==> config.mk <==
export PLATFORM = sky130hd
export DESIGN_NAME = ordered_list_insert_erase_find_flat
export DESIGN_NICKNAME = d
export VERILOG_FILES = /design/src/rtl/core/olief_pkg.sv /design/src/rtl/core/olief_req_if.sv /design/src/rtl/core/olief_rsp_if.sv /design/src/rtl/core/olief_dp.sv /design/src/rtl/core/olief_ctrl.sv /design/src/rtl/core/ordered_list_insert_erase_find.sv /design/src/flat_wrapper.sv
export SDC_FILE = /design/constraint.sdc
export NUM_CORES = 2
export LEC_CHECK = 0
export ABC_AREA = 1
export BUFFER_PORTS_ARGS = -buffer_cell sky130_fd_sc_hd__buf_4
export CORE_MARGIN = 2
export CORE_UTILIZATION = 32
export CTS_CLUSTER_DIAMETER = 40
export DETAILED_ROUTE_END_ITERATION = 8
export PLACE_DENSITY = 0.55
export SYNTH_ARGS = -nofsm -noshare
export SYNTH_HDL_FRONTEND = slang
export SYNTH_SLANG_ARGS = --single-unit
==> constraint.sdc <==
create_clock -name clk_i -period 6.7 [get_ports clk_i]
set_clock_uncertainty 0.2 [all_clocks]
set_input_delay 1.34 -clock clk_i [delete_from_list [all_inputs] [get_ports clk_i]]
set_output_delay 1.34 -clock clk_i [all_outputs]
set_load 0.02 [all_outputs]
==> src/rtl/core/olief_pkg.sv <==
// ----------------------------------------------------------------------------
// olief_pkg: shared definitions for the ordered list block
// Operation and status codes, field widths, and the command/status structs
// passed between the controller and the datapath.
// ----------------------------------------------------------------------------
package olief_pkg;

  // Field widths of the request and response channels
  localparam int unsigned MODE_W   = 3;
  localparam int unsigned POS_W    = 7;
  localparam int unsigned VALUE_W  = 32;
  localparam int unsigned STATUS_W = 3;
  localparam int unsigned IDX_W    = 6;
  localparam int unsigned CNT_W    = 7;

  // Default sizing
  localparam int unsigned DEPTH_DEF      = 64;
  localparam int unsigned DATA_WIDTH_DEF = 32;

  // Operation codes
  localparam logic [MODE_W-1:0] MODE_INSERT     = 3'd0;
  localparam logic [MODE_W-1:0] MODE_ERASE      = 3'd1;
  localparam logic [MODE_W-1:0] MODE_FIND       = 3'd2;
  localparam logic [MODE_W-1:0] MODE_PUSH_BACK  = 3'd3;
  localparam logic [MODE_W-1:0] MODE_POP_BACK   = 3'd4;
  localparam logic [MODE_W-1:0] MODE_PUSH_FRONT = 3'd5;
  localparam logic [MODE_W-1:0] MODE_POP_FRONT  = 3'd6;

  // Status codes
  localparam logic [STATUS_W-1:0] ST_OK       = 3'd0;
  localparam logic [STATUS_W-1:0] ST_FULL     = 3'd1;
  localparam logic [STATUS_W-1:0] ST_EMPTY    = 3'd2;
  localparam logic [STATUS_W-1:0] ST_BADPOS   = 3'd3;
  localparam logic [STATUS_W-1:0] ST_NOTFOUND = 3'd4;

  // Operation class seen by the controller
  typedef enum logic [1:0] {
    KIND_NONE,
    KIND_INS,
    KIND_ERA,
    KIND_FIND
  } kind_e;

  // Controller -> datapath commands
  typedef struct packed {
    logic load;     // capture request payload
    logic check;    // range/full/empty check, set up walk pointer
    logic rd;       // issue memory read for the current step
    logic shift;    // write read data at pointer, step pointer
    logic put_new;  // write new value at pointer, count up
    logic dec;      // count down (erase done)
    logic miss;     // find ran off the end
    logic hit;      // find matched at pointer
    logic adv;      // find: next entry
    logic publish;  // load response register
  } cmd_t;

  // Datapath -> controller status
  typedef struct packed {
    kind_e kind;
    logic  pre_err;   // check failed, nothing to walk
    logic  walk_end;  // pointer reached its end point
    logic  match;     // read data equals search value
  } sts_t;

endpackage

==> src/rtl/core/olief_req_if.sv <==
// ----------------------------------------------------------------------------
// olief_req_if: request channel of the ordered list block
// Valid/ready handshake carrying one list operation.
// ----------------------------------------------------------------------------
interface olief_req_if;
  logic                               valid;
  logic                               ready;
  logic [olief_pkg::MODE_W-1:0]       mode;
  logic [olief_pkg::POS_W-1:0]        position;
  logic signed [olief_pkg::VALUE_W-1:0] value;

  modport source (output valid, mode, position, value, input ready);
  modport sink   (input valid, mode, position, value, output ready);
endinterface

==> src/rtl/core/olief_rsp_if.sv <==
// ----------------------------------------------------------------------------
// olief_rsp_if: response channel of the ordered list block
// Valid/ready handshake carrying status, found index and entry count.
// ----------------------------------------------------------------------------
interface olief_rsp_if;
  logic                           valid;
  logic                           ready;
  logic [olief_pkg::STATUS_W-1:0] status;
  logic [olief_pkg::IDX_W-1:0]    found_index;
  logic [olief_pkg::CNT_W-1:0]    entry_count;

  modport source (output valid, status, found_index, entry_count, input ready);
  modport sink   (input valid, status, found_index, entry_count, output ready);
endinterface

==> src/rtl/core/olief_dp.sv <==
// ----------------------------------------------------------------------------
// olief_dp: datapath of the ordered list block
// Entry memory, count, walk pointer, checks and the response register.
// ----------------------------------------------------------------------------
module olief_dp #(
  parameter int unsigned DEPTH      = olief_pkg::DEPTH_DEF,
  parameter int unsigned DATA_WIDTH = olief_pkg::DATA_WIDTH_DEF
) (
  input  logic                                  clk_i,
  input  logic                                  rst_ni,
  input  olief_pkg::cmd_t                       cmd_i,
  output olief_pkg::sts_t                       sts_o,
  input  logic [olief_pkg::MODE_W-1:0]          mode_i,
  input  logic [olief_pkg::POS_W-1:0]           position_i,
  input  logic signed [olief_pkg::VALUE_W-1:0]  value_i,
  output logic [olief_pkg::STATUS_W-1:0]        status_o,
  output logic [olief_pkg::IDX_W-1:0]           found_index_o,
  output logic [olief_pkg::CNT_W-1:0]           entry_count_o
);

  localparam int unsigned AW = (DEPTH > 1) ? $clog2(DEPTH) : 1;
  localparam int unsigned CW = $clog2(DEPTH + 1);
  localparam int unsigned LW = (CW > olief_pkg::POS_W) ? CW : olief_pkg::POS_W;

  logic [DATA_WIDTH-1:0] mem [DEPTH];

  logic [olief_pkg::MODE_W-1:0]   mode_q;
  logic [olief_pkg::POS_W-1:0]    pos_q;
  logic [DATA_WIDTH-1:0]          val_q;
  logic [CW-1:0]                  cnt_q, cnt_d;
  logic [CW-1:0]                  ptr_q, ptr_d;
  logic [CW-1:0]                  at_q;
  logic [DATA_WIDTH-1:0]          rd_q;
  logic [olief_pkg::STATUS_W-1:0] status_q, status_d;
  logic [AW-1:0]                  idx_q, idx_d;
  logic [olief_pkg::STATUS_W-1:0] out_status_q;
  logic [AW-1:0]                  out_idx_q;
  logic [CW-1:0]                  out_cnt_q;

  olief_pkg::kind_e               kind;
  logic [LW-1:0]                  pos_l, cnt_l, at_l;
  logic [olief_pkg::STATUS_W-1:0] pre_status;
  logic [CW-1:0]                  ptr_init;
  logic [CW-1:0]                  rd_ptr;
  logic                           wr_en;
  logic [DATA_WIDTH-1:0]          wr_data;

  // Decode mode into class and effective position
  always_comb begin
    pos_l = LW'(pos_q);
    cnt_l = LW'(cnt_q);
    kind  = olief_pkg::KIND_NONE;
    at_l  = '0;
    case (mode_q)
      olief_pkg::MODE_INSERT: begin
        kind = olief_pkg::KIND_INS;
        at_l = pos_l;
      end
      olief_pkg::MODE_PUSH_BACK: begin
        kind = olief_pkg::KIND_INS;
        at_l = cnt_l;
      end
      olief_pkg::MODE_PUSH_FRONT: begin
        kind = olief_pkg::KIND_INS;
      end
      olief_pkg::MODE_ERASE: begin
        kind = olief_pkg::KIND_ERA;
        at_l = pos_l;
      end
      olief_pkg::MODE_POP_BACK: begin
        kind = olief_pkg::KIND_ERA;
        at_l = cnt_l - LW'(1);
      end
      olief_pkg::MODE_POP_FRONT: begin
        kind = olief_pkg::KIND_ERA;
      end
      olief_pkg::MODE_FIND: begin
        kind = olief_pkg::KIND_FIND;
      end
      default: begin
        kind = olief_pkg::KIND_NONE;
      end
    endcase
  end

  // Checks: position before full for insert, empty before position for erase
  always_comb begin
    pre_status = olief_pkg::ST_OK;
    ptr_init   = '0;
    case (kind)
      olief_pkg::KIND_INS: begin
        ptr_init = cnt_q;
        if (at_l > cnt_l) begin
          pre_status = olief_pkg::ST_BADPOS;
        end else if (cnt_q == CW'(DEPTH)) begin
          pre_status = olief_pkg::ST_FULL;
        end
      end
      olief_pkg::KIND_ERA: begin
        ptr_init = at_l[CW-1:0];
        if (cnt_q == '0) begin
          pre_status = olief_pkg::ST_EMPTY;
        end else if (at_l >= cnt_l) begin
          pre_status = olief_pkg::ST_BADPOS;
        end
      end
      default: begin
        ptr_init = '0;
      end
    endcase
  end

  // Walk end point and read address per class
  always_comb begin
    sts_o.kind     = kind;
    sts_o.pre_err  = (pre_status != olief_pkg::ST_OK);
    sts_o.match    = (rd_q == val_q);
    sts_o.walk_end = 1'b0;
    rd_ptr         = ptr_q;
    case (kind)
      olief_pkg::KIND_INS: begin
        sts_o.walk_end = (ptr_q == at_q);
        rd_ptr         = ptr_q - CW'(1);
      end
      olief_pkg::KIND_ERA: begin
        sts_o.walk_end = ((ptr_q + CW'(1)) == cnt_q);
        rd_ptr         = ptr_q + CW'(1);
      end
      olief_pkg::KIND_FIND: begin
        sts_o.walk_end = (ptr_q == cnt_q);
      end
      default: begin
        sts_o.walk_end = 1'b1;
      end
    endcase
  end

  // Pointer, count, result update
  always_comb begin
    ptr_d    = ptr_q;
    cnt_d    = cnt_q;
    status_d = status_q;
    idx_d    = idx_q;
    if (cmd_i.check) begin
      ptr_d    = ptr_init;
      status_d = pre_status;
      idx_d    = '0;
    end
    if (cmd_i.shift) begin
      ptr_d = (kind == olief_pkg::KIND_INS) ? ptr_q - CW'(1) : ptr_q + CW'(1);
    end
    if (cmd_i.adv) begin
      ptr_d = ptr_q + CW'(1);
    end
    if (cmd_i.put_new) begin
      cnt_d = cnt_q + CW'(1);
    end
    if (cmd_i.dec) begin
      cnt_d = cnt_q - CW'(1);
    end
    if (cmd_i.miss) begin
      status_d = olief_pkg::ST_NOTFOUND;
    end
    if (cmd_i.hit) begin
      idx_d = ptr_q[AW-1:0];
    end
  end

  assign wr_en   = cmd_i.shift | cmd_i.put_new;
  assign wr_data = cmd_i.put_new ? val_q : rd_q;

  always_ff @(posedge clk_i or negedge rst_ni) begin
    if (!rst_ni) begin
      cnt_q <= '0;
    end else begin
      cnt_q <= cnt_d;
    end
  end

  always_ff @(posedge clk_i) begin
    if (cmd_i.load) begin
      mode_q <= mode_i;
      pos_q  <= position_i;
      val_q  <= DATA_WIDTH'($unsigned(value_i));
    end
    ptr_q    <= ptr_d;
    at_q     <= cmd_i.check ? at_l[CW-1:0] : at_q;
    status_q <= status_d;
    idx_q    <= idx_d;
    if (cmd_i.publish) begin
      out_status_q <= status_q;
      out_idx_q    <= idx_q;
      out_cnt_q    <= cnt_q;
    end
  end

  // Entry memory: one write port, one registered read port
  always_ff @(posedge clk_i) begin
    if (wr_en) begin
      mem[ptr_q[AW-1:0]] <= wr_data;
    end
  end

  always_ff @(posedge clk_i) begin
    if (cmd_i.rd) begin
      rd_q <= mem[rd_ptr[AW-1:0]];
    end
  end

  assign status_o      = out_status_q;
  assign found_index_o = olief_pkg::IDX_W'(out_idx_q);
  assign entry_count_o = olief_pkg::CNT_W'(out_cnt_q);

endmodule

==> src/rtl/core/olief_ctrl.sv <==
// ----------------------------------------------------------------------------
// olief_ctrl: controller of the ordered list block
// Sequences check, shift/search walk and response hand-off.
// ----------------------------------------------------------------------------
module olief_ctrl (
  input  logic            clk_i,
  input  logic            rst_ni,
  input  logic            req_valid_i,
  output logic            req_ready_o,
  output logic            rsp_valid_o,
  input  logic            rsp_ready_i,
  input  olief_pkg::sts_t sts_i,
  output olief_pkg::cmd_t cmd_o
);

  localparam logic [2:0] S_IDLE  = 3'd0;
  localparam logic [2:0] S_CHECK = 3'd1;
  localparam logic [2:0] S_WALK  = 3'd2;
  localparam logic [2:0] S_SHIFT = 3'd3;
  localparam logic [2:0] S_CMP   = 3'd4;
  localparam logic [2:0] S_FIN   = 3'd5;

  logic [2:0] state_q, state_d;
  logic       rsp_valid_q, rsp_valid_d;
  logic       out_free;

  assign out_free    = !rsp_valid_q || rsp_ready_i;
  assign req_ready_o = (state_q == S_IDLE);
  assign rsp_valid_o = rsp_valid_q;

  always_comb begin
    state_d = state_q;
    cmd_o   = '0;
    case (state_q)
      S_IDLE: begin
        if (req_valid_i) begin
          cmd_o.load = 1'b1;
          state_d    = S_CHECK;
        end
      end
      S_CHECK: begin
        cmd_o.check = 1'b1;
        if (sts_i.pre_err || (sts_i.kind == olief_pkg::KIND_NONE)) begin
          state_d = S_FIN;
        end else begin
          state_d = S_WALK;
        end
      end
      S_WALK: begin
        if (sts_i.walk_end) begin
          case (sts_i.kind)
            olief_pkg::KIND_INS:  cmd_o.put_new = 1'b1;
            olief_pkg::KIND_ERA:  cmd_o.dec     = 1'b1;
            olief_pkg::KIND_FIND: cmd_o.miss    = 1'b1;
            default:              cmd_o.miss    = 1'b0;
          endcase
          state_d = S_FIN;
        end else begin
          cmd_o.rd = 1'b1;
          state_d  = (sts_i.kind == olief_pkg::KIND_FIND) ? S_CMP : S_SHIFT;
        end
      end
      S_SHIFT: begin
        cmd_o.shift = 1'b1;
        state_d     = S_WALK;
      end
      S_CMP: begin
        if (sts_i.match) begin
          cmd_o.hit = 1'b1;
          state_d   = S_FIN;
        end else begin
          cmd_o.adv = 1'b1;
          state_d   = S_WALK;
        end
      end
      S_FIN: begin
        if (out_free) begin
          cmd_o.publish = 1'b1;
          state_d       = S_IDLE;
        end
      end
      default: begin
        state_d = S_IDLE;
      end
    endcase
  end

  always_comb begin
    rsp_valid_d = rsp_valid_q;
    if (rsp_ready_i) begin
      rsp_valid_d = 1'b0;
    end
    if (cmd_o.publish) begin
      rsp_valid_d = 1'b1;
    end
  end

  always_ff @(posedge clk_i or negedge rst_ni) begin
    if (!rst_ni) begin
      state_q     <= S_IDLE;
      rsp_valid_q <= 1'b0;
    end else begin
      state_q     <= state_d;
      rsp_valid_q <= rsp_valid_d;
    end
  end

endmodule

==> src/rtl/core/ordered_list_insert_erase_find.sv <==
// ----------------------------------------------------------------------------
// ordered_list_insert_erase_find: ordered list with positional insert/erase
// Keeps up to DEPTH values in order plus a count; insert, erase, push, pop
// and find, one request at a time, one response per request.
// ----------------------------------------------------------------------------
// Usage notes:
//  - req_i: one list operation per request (mode, position, value).
//    Taken only while the block is idle; ready drops while it works.
//  - rsp_o: one response per request: status, found index, count after op.
//  - Sequence: each request is loaded, then checked; a rejected request or
//    an unused mode goes straight to the response. Insert/erase then move
//    entries one at a time (memory read, then write), and find scans
//    entries one at a time (read, compare), stopping early on a hit. A new
//    request is taken the cycle after the response is loaded, so the block
//    finishes one request before it takes the next.
//  - The entry memory has one write port and one registered read port;
//    one entry moves per read/write pair.
//  - Reset clears the count and the response valid; entry storage is not
//    cleared, entries at or above the count are never read.
//  - If the receiver stalls, the response register holds; the next request
//    is still accepted and processed, and waits at the end for the
//    response register to empty.
// ----------------------------------------------------------------------------
module ordered_list_insert_erase_find #(
  parameter int unsigned DEPTH      = olief_pkg::DEPTH_DEF,
  parameter int unsigned DATA_WIDTH = olief_pkg::DATA_WIDTH_DEF
) (
  input  logic      clk_i,
  input  logic      rst_ni,
  olief_req_if.sink   req_i,
  olief_rsp_if.source rsp_o
);

  olief_pkg::cmd_t cmd;
  olief_pkg::sts_t sts;

  // Sequencer: owns handshakes and step order
  olief_ctrl u_ctrl (
    .clk_i       (clk_i),
    .rst_ni      (rst_ni),
    .req_valid_i (req_i.valid),
    .req_ready_o (req_i.ready),
    .rsp_valid_o (rsp_o.valid),
    .rsp_ready_i (rsp_o.ready),
    .sts_i       (sts),
    .cmd_o       (cmd)
  );

  // Storage, count, walk pointer and response payload
  olief_dp #(
    .DEPTH      (DEPTH),
    .DATA_WIDTH (DATA_WIDTH)
  ) u_dp (
    .clk_i         (clk_i),
    .rst_ni        (rst_ni),
    .cmd_i         (cmd),
    .sts_o         (sts),
    .mode_i        (req_i.mode),
    .position_i    (req_i.position),
    .value_i       (req_i.value),
    .status_o      (rsp_o.status),
    .found_index_o (rsp_o.found_index),
    .entry_count_o (rsp_o.entry_count)
  );

endmodule

==> src/flat_wrapper.sv <==
// flat-port wrapper written by rule: the top's interface ports become plain ports
module ordered_list_insert_erase_find_flat 
#(
  parameter int unsigned DEPTH      = olief_pkg::DEPTH_DEF,
  parameter int unsigned DATA_WIDTH = olief_pkg::DATA_WIDTH_DEF
)
  (clk_i, rst_ni, req_i_valid, req_i_mode, req_i_position, req_i_value, req_i_ready, rsp_o_valid, rsp_o_status, rsp_o_found_index, rsp_o_entry_count, rsp_o_ready);
  olief_req_if req_i_i ();
  olief_rsp_if rsp_o_i ();
  input  logic clk_i;
  input  logic rst_ni;
  input wire logic [$bits(req_i_i.valid)-1:0] req_i_valid;
  input wire logic [$bits(req_i_i.mode)-1:0] req_i_mode;
  input wire logic [$bits(req_i_i.position)-1:0] req_i_position;
  input wire logic [$bits(req_i_i.value)-1:0] req_i_value;
  output wire logic [$bits(req_i_i.ready)-1:0] req_i_ready;
  output wire logic [$bits(rsp_o_i.valid)-1:0] rsp_o_valid;
  output wire logic [$bits(rsp_o_i.status)-1:0] rsp_o_status;
  output wire logic [$bits(rsp_o_i.found_index)-1:0] rsp_o_found_index;
  output wire logic [$bits(rsp_o_i.entry_count)-1:0] rsp_o_entry_count;
  input wire logic [$bits(rsp_o_i.ready)-1:0] rsp_o_ready;
  assign req_i_i.valid = req_i_valid;
  assign req_i_i.mode = req_i_mode;
  assign req_i_i.position = req_i_position;
  assign req_i_i.value = req_i_value;
  assign req_i_ready = req_i_i.ready;
  assign rsp_o_valid = rsp_o_i.valid;
  assign rsp_o_status = rsp_o_i.status;
  assign rsp_o_found_index = rsp_o_i.found_index;
  assign rsp_o_entry_count = rsp_o_i.entry_count;
  assign rsp_o_i.ready = rsp_o_ready;
  ordered_list_insert_erase_find #(.DEPTH(DEPTH), .DATA_WIDTH(DATA_WIDTH)) u_core (.clk_i(clk_i), .rst_ni(rst_ni), .req_i(req_i_i), .rsp_o(rsp_o_i));
endmodule
* Word-level counts from Yosys, hierarchy flattened
Memory sizes are Yosys's and may differ from the RTL's. A register that Yosys moved wholly into a read port is not among the register bits.
Index checks and enable logic that the tools add are counted.
** Storage, ports and cells
- Output and inout bits :: 18
- Bits in writable memories :: 2048
- Memories kept :: 1
- Flip-flop bits (word level) :: 92
- Input port bits :: 46
- Logic and storage cells :: 104
** Memories
- u_core.u_dp.mem :: depth 64, width 32, read ports 1, clocked after Yosys merged registers in 1, wr ports 1, line olief_dp.sv:25 : logic [DATA_WIDTH-1:0] mem [DEPTH];
** Operators by class
- Mux-type cells :: 46
- $lt $le $gt $ge :: 2
- Eq/ne operators :: 21
- Reduce and logical (&&, ||, !) cells :: 16
- $add $sub $neg :: 4
- Bitwise gates (word level) :: 1
** Operators by type and width (number)
- 7-bit 2-to-1 mux :: 6
- 32-bit equality test :: 1
- 32-bit 2-to-1 mux :: 1
- 3-bit 2-to-1 mux :: 8
- 7-bit equality test :: 3
- 7-bit one-hot mux with 3 select lines :: 1
- 1-bit 2-to-1 mux :: 18
- 3-bit one-hot mux with 6 select lines :: 1
- 3-bit equality test, second input constant :: 5
- 7-bit by 1-bit adder with 7-bit output, second input constant :: 2
- 7-bit one-hot mux with 2 select lines :: 1
- 7-bit by 1-bit subtractor with 7-bit output, second input constant :: 2
- 3-bit by 2-bit equality test with 1-bit output, second input constant :: 4
- 6-bit 2-to-1 mux :: 2
- 6-bit one-hot mux with 2 select lines :: 1
- 2-bit 2-to-1 mux :: 4
- 7-bit equality test, second input constant :: 1
- 7-bit >= comparator :: 1
- 7-bit greater-than comparator :: 1
- 7-bit zero test :: 1
- 3-bit by 1-bit equality test with 1-bit output, second input constant :: 2
- 3-bit zero test :: 2
- 2-bit one-hot mux with 3 select lines :: 1
- 2-bit nonzero test :: 3
- 13 further kinds :: 18

* Depth between registers and ports, before layout
- Word-level depth :: 11
- Mapped depth :: 22
- Mapped depth without buffers :: 21

* Cells and area by module
From an unflattened synthesis, not the netlist that was laid out.
** Second synthesis, totals
- Cell total of the unflattened synthesis :: 7499
- Area total of the unflattened synthesis :: 88696.3 um^2
** By module, submodules not included
- olief_dp :: instances 1, sequential area each 65037.4 um^2, cells an instance 7447, area each 88382.3 um^2
- olief_ctrl :: instances 1, sequential area each 100.1 um^2, cells an instance 52, area each 314.1 um^2

* Worst setup path before layout
No wires, ideal clock.
- Path type :: reg2reg
- Start :: register u_core.u_dp.mode_q[2] (netlist bit)
- End :: memory u_core.u_dp.mem[49][0] (netlist bit), enable pin
- Period minus slack after synthesis :: 5.446 ns
- Data arrival time :: 4.785 ns
- Library setup time :: 0.461 ns
- Path slack :: 1.254 ns
- Required time :: 6.039 ns
- Path buffers :: 2
- Stages on the path, launching flop included :: 18
- Cell sequence :: edfxtp_1 inv_1 o21ai_0 o22ai_1 inv_1 ha_1 buf_2 buf_2 nand2_1 o21ai_0 xor2_1 nor3_1 a31oi_1 nand2_2 nand3_4 nand2_8 nand2_2 nor3_1
** On the way
- Word-level cells in the longest chain between the ends :: 10
- Elaborated cells between the ends (all ways) :: 20
- Classes of those cells :: eq/ne: 9; mux: 7; bitwise: 1; reduce/logical: 3
** Ends and longest elaborated chain
- start, declared :: line olief_dp.sv:27 : logic [olief_pkg::MODE_W-1:0] mode_q;
- start signal, assigned :: line olief_dp.sv:182 : mode_q <= mode_i;
- 3-bit equality test (tied with other cells) :: line olief_dp.sv:54 : case (mode_q)
- 3-bit OR reduction (no source line)
- 2-bit one-hot mux with 3 select lines (*) :: line olief_dp.sv:54
- 2-bit equality test / 2-bit by 1-bit equality test with 1-bit output (equally long branches) :: line olief_dp.sv:120, olief_ctrl.sv:51
- 1-bit one-hot mux with 3 select lines / 1-bit 2-to-1 mux (equally long branches) :: line olief_dp.sv:120, olief_ctrl.sv:51
- 3-bit 2-to-1 mux (*) :: line olief_ctrl.sv:50 : if (sts_i.walk_end) begin
- 3-bit 2-to-1 mux (*) :: line olief_ctrl.sv:34 : case (state_q)
- 1-bit bitwise OR (*) :: line olief_dp.sv:169 : assign wr_en = cmd_i.shift | cmd_i.put_new;
- 1-bit 2-to-1 mux (*) :: line olief_dp.sv:199 : if (wr_en) begin
- 1-bit 2-to-1 mux (implied by the code) (*) :: line olief_dp.sv:200 : mem[ptr_q[AW-1:0]] <= wr_data;
- end, declared :: line olief_dp.sv:25
Mark *: on every way between the ends. The rest lies on a longest branch, timed or not.

* Worst setup path after layout
- Start :: register u_core.u_dp.ptr_q[0]
- End :: memory u_core.u_dp.mem[9][11] (netlist bit), enable pin
** On the way
- Word-level cells in the longest chain between the ends :: 8
- Elaborated cells between the ends (all ways) :: 10
- Classes of those cells :: add/sub: 1; eq/ne: 3; mux: 5; bitwise: 1
** Ends and longest elaborated chain
- start, declared :: line olief_dp.sv:31 : logic [CW-1:0] ptr_q, ptr_d;
- start signal, assigned :: line olief_dp.sv:186 : ptr_q <= ptr_d;
- 7-bit by 1-bit adder with 7-bit output :: line olief_dp.sv:126 : sts_o.walk_end = ((ptr_q + CW'(1)) == cnt_q);
- 7-bit equality test :: line olief_dp.sv:126
- 1-bit one-hot mux with 3 select lines :: line olief_dp.sv:120 : case (kind)
- 3-bit 2-to-1 mux :: line olief_ctrl.sv:50
- 3-bit 2-to-1 mux :: line olief_ctrl.sv:34
- 1-bit bitwise OR :: line olief_dp.sv:169
- 1-bit 2-to-1 mux :: line olief_dp.sv:199
- 1-bit 2-to-1 mux (implied by the code) :: line olief_dp.sv:200
Several ways; a longest one is shown, not always the timed one.

==> impl_metrics.json <==
{
  "grt_pass1_vias": 53600,
  "start_kind": "register",
  "fin_crit_ns": 5.50,
  "ys_seq_area_frac": 0.748,
  "finalWeightedCongestion": 0.842,
  "maxCapViolations": 0,
  "holdPathEnd": "u_core.u_dp.found_index_o[1]",
  "clkTransAtPathRegs_ns": 0.05,
  "critical-path-slowest-cell": "edfxtp_1",
  "startpoint": "u_core.u_dp.ptr_q[0]",
  "drt-wirelength-per-cell_um": 23.6,
  "worst_slack_ns": 1.20,
  "r2r-start": "u_core.u_dp.ptr_q[0]",
  "critPathBufInv": 3,
  "synth_top_area_cell": "edfxtp_1",
  "m1WireLength_um": 109000,
  "n_antenna_cell": 0,
  "initial_core_util": 0.322,
  "vias": 55500,
  "finalCritPeriodShare": 0.821,
  "worst-setup-path-type": "reg2reg",
  "yosysTopAreaCellShare": 0.744,
  "clock-sinks": 2172,
  "reg2reg_slack_ns": 1.20,
  "drc_errors": 0,
  "netlist_top_cells_area": "edfxtp_1, nor2_1, o21ai_0",
  "maxSlewViolCount": 0,
  "synth_ff_type": "edfxtp_1",
  "overflow": 0,
  "cts_resized": 0,
  "slew_headroom": 0.187,
  "route.met3.wl_um": 16200,
  "via_per_inst": 5.30,
  "syn-num-nets": 6601,
  "wl_met2_um": 116000,
  "drt_iter0_drc": 5691,
  "area_delta_synth_final_pct": 18.6,
  "outcome": "completed",
  "cts_buffers": 320,
  "io_buffers": 63,
  "die_area_um2": 276000,
  "ant_nets": 0,
  "setup_tns_ns": 0,
  "wl_um": 247000,
  "antenna_found_initial": 6,
  "yosysMostFrequentCell": "edfxtp_1",
  "rr_endpoint": "u_core.u_dp.mem[9][11]",
  "track_usage": 0.174,
  "holdCritPathClass": "reg2reg",
  "finalSetupViolCount": 0,
  "crit_required_ns": 7.09,
  "vdd_drop_max_mv": 0.847,
  "cts_root_buf": "clkbuf_16",
  "clock_latency_ns": 0.94,
  "fp.dieH_um": 526,
  "firstDrtPassIters": 6,
  "rsz0062_at_grt": "no",
  "ff2ff_path_depth": 14,
  "yosys_register_bits": 2172,
  "hold_ws_ns": 0.222,
  "grt_pass1_wl_um": 363000,
  "die_w_um": 526,
  "io_pins": 64,
  "dp_slack_ns": 1.25,
  "placementRows": 191,
  "syn_avg_cell_area_um2": 13.3,
  "tritoncts": "yes",
  "hold_path.startpoint": "u_core.u_dp.idx_q[1]",
  "synth_edf_count": 2158,
  "powerDensity_nw_per_um2": 544,
  "core_um2": 271000,
  "max_freq_mhz": 182,
  "crit_chain": "inv_2, ha_1, inv_1, nor2_1, nor4_1, nand2_1, a21oi_1, nand3_1, nand2_2, nand3_4, nand2_8, nand3_2, nor2_4, buf_4",
  "p_leak_nw": 33.0,
  "crit_family": "simple AND/OR/NAND/NOR gates",
  "hold_viol_final": 0,
  "syn-cell-area_um2": 87100,
  "synthDistinctLibCells": 53,
  "drive_gt1_frac": 0.134,
  "layout.nets": 6737,
  "dr.max_layer_used": "met4",
  "synth-async-reset-ratio": 0.00506,
  "fin_util": 0.382,
  "synth_commonest_cells": "edfxtp_1, nor2_1, o21ai_0",
  "nFillCells": 25200,
  "slowest_delay_ns": 0.86,
  "hpwl_um": 137000,
  "whs_path_depth": 0,
  "syn_inst": 6541,
  "cp.arrival_ns": 5.89,
  "path_max_fanout": 19,
  "worst_pin_slew_ns": 1.21,
  "grt_max_degree": 195,
  "htreeDepth": 5,
  "crit_path_end_kind": "register",
  "ys_warn_count": 0,
  "cts_max_path_buffers": 4
}
-- cells by family (layout without fill, tap and decap cells) --
logic type / Yosys count / count (layout) / synth area share
simple gates: 2382 / 2382 / 0.110
flops: 2172 / 2172 / 0.748
compound gates: 1387 / 1387 / 0.110
buf+inv: 549 / 915 / 0.0271
xor+xnor: 37 / 37 / 0.00372
fa+ha+maj: 14 / 14 / 0.00201
-- power by group --
group,switching [W],internal [W],total (W)
Sequential,0.000380,0.0175,0.0178
Clock,0.00616,0.0100,0.0162
Combinational,0.0163,0.00592,0.0222
Total,0.0228,0.0334,0.0562
-- metal layers --
metal	up-vias	track usage
met1	28100	0.243
li1	24900	-
met2	2040	0.276
met4	0	0.0529
met3	413	0.0284
met5	-	0
-- worst register-to-register path, cell delays in order (launching register included) --
cell	delay, ns
edfxtp_1	0.86
inv_2	0.37
ha_1	0.45
inv_1	0.12
nor2_1	0.05
nor4_1	0.29
nand2_1	0.09
a21oi_1	0.11
nand3_1	0.13
nand2_2	0.20
nand3_4	0.40
nand2_8	0.33
nand3_2	0.49
nor2_4	0.68
buf_4	0.39
-- layout by cell type (no fill, tap or decap), drive strengths merged, types with 15 or more instances in the layout --
cell / netlist / routed
a21oi: 15 / 15
buf: 190 / 278
bufinv: 0 / 28
clkbuf: 275 / 355
clkinv: 3 / 101
clkinvlp: 0 / 32
edfxtp: 2158 / 2158
inv: 81 / 120
nand2: 208 / 208
nand3: 234 / 234
nand4: 18 / 18
nor2: 1884 / 1884
o211ai: 264 / 264
o21ai: 576 / 576
o311ai: 250 / 250
o32ai: 256 / 256
or2: 19 / 19
xnor2: 21 / 21
xor2: 16 / 16
-- per-stage QoR --
| step | power [W] | cells | cell area (um2) |
|---|---|---|---|
| floorplan | 0.0315 | 6541 | 87100 |
| global placement | 0.0399 | 9924 | 93000 |
| detailed placement | 0.0402 | 9924 | 93000 |
| CTS | 0.0564 | 10500 | 103000 |
| global route | 0.0590 | 10500 | 103000 |
| finish | 0.0562 | 10500 | 103000 |
-- flip-flops by register name (all words and copies together), names as in the netlist --
signal and flops:
u_core.u_dp.rd_q 32, u_core.u_dp.at_q 7, u_core.u_dp.idx_q 6, u_core.u_ctrl.state_q 3, u_core.u_dp.val_q 32, u_core.u_dp.ptr_q 7, u_core.u_dp.entry_count_o 7, u_core.u_dp.status_q 3
u_core.u_dp.mem 2048, u_core.u_ctrl.rsp_valid_o 1, u_core.u_dp.mode_q 3, u_core.u_dp.found_index_o 6, u_core.u_dp.cnt_l 7, u_core.u_dp.status_o 3, u_core.u_dp.pos_l 7
-- worst max-delay path by stage --
stage	endpoint	slack (ns)	cells past startpoint
2_1_floorplan	u_core.u_dp.mem[49][0]	1.25	17
3_3_place_gp	u_core.u_dp.mem[9][20]	1.32	14
3_5_place_dp	u_core.u_dp.mem[9][20]	1.25	14
4_1_cts	u_core.u_dp.mem[9][11]	1.25	14
5_1_grt	u_core.u_dp.mem[9][18]	0.86	14
6_report	u_core.u_dp.mem[9][11]	1.20	14
-- timing repair --
item / 4_1_cts / 5_1_grt
buffers inserted: 0 / 0
endpoints found under the setup margin: 0 / 0
endpoints found under the hold margin: 11 / 0
hold buffers: 1 / 0
-- cell type report --
| class | count | area, um2 | area share |
|---|---|---|---|
| Sequential cell | 2172 | 65100 | 0.631 |
| Multi-Input combinational cell | 3820 | 20400 | 0.197 |
| Clock buffer | 355 | 8230 | 0.0797 |
| Tap cell | 3570 | 4470 | 0.0432 |
| Timing Repair Buffer | 279 | 2710 | 0.0262 |
| Clock inverter | 197 | 2030 | 0.0197 |
| Inverter | 84 | 347 | 0.00335 |
Power figures use the tool's default switching activity.
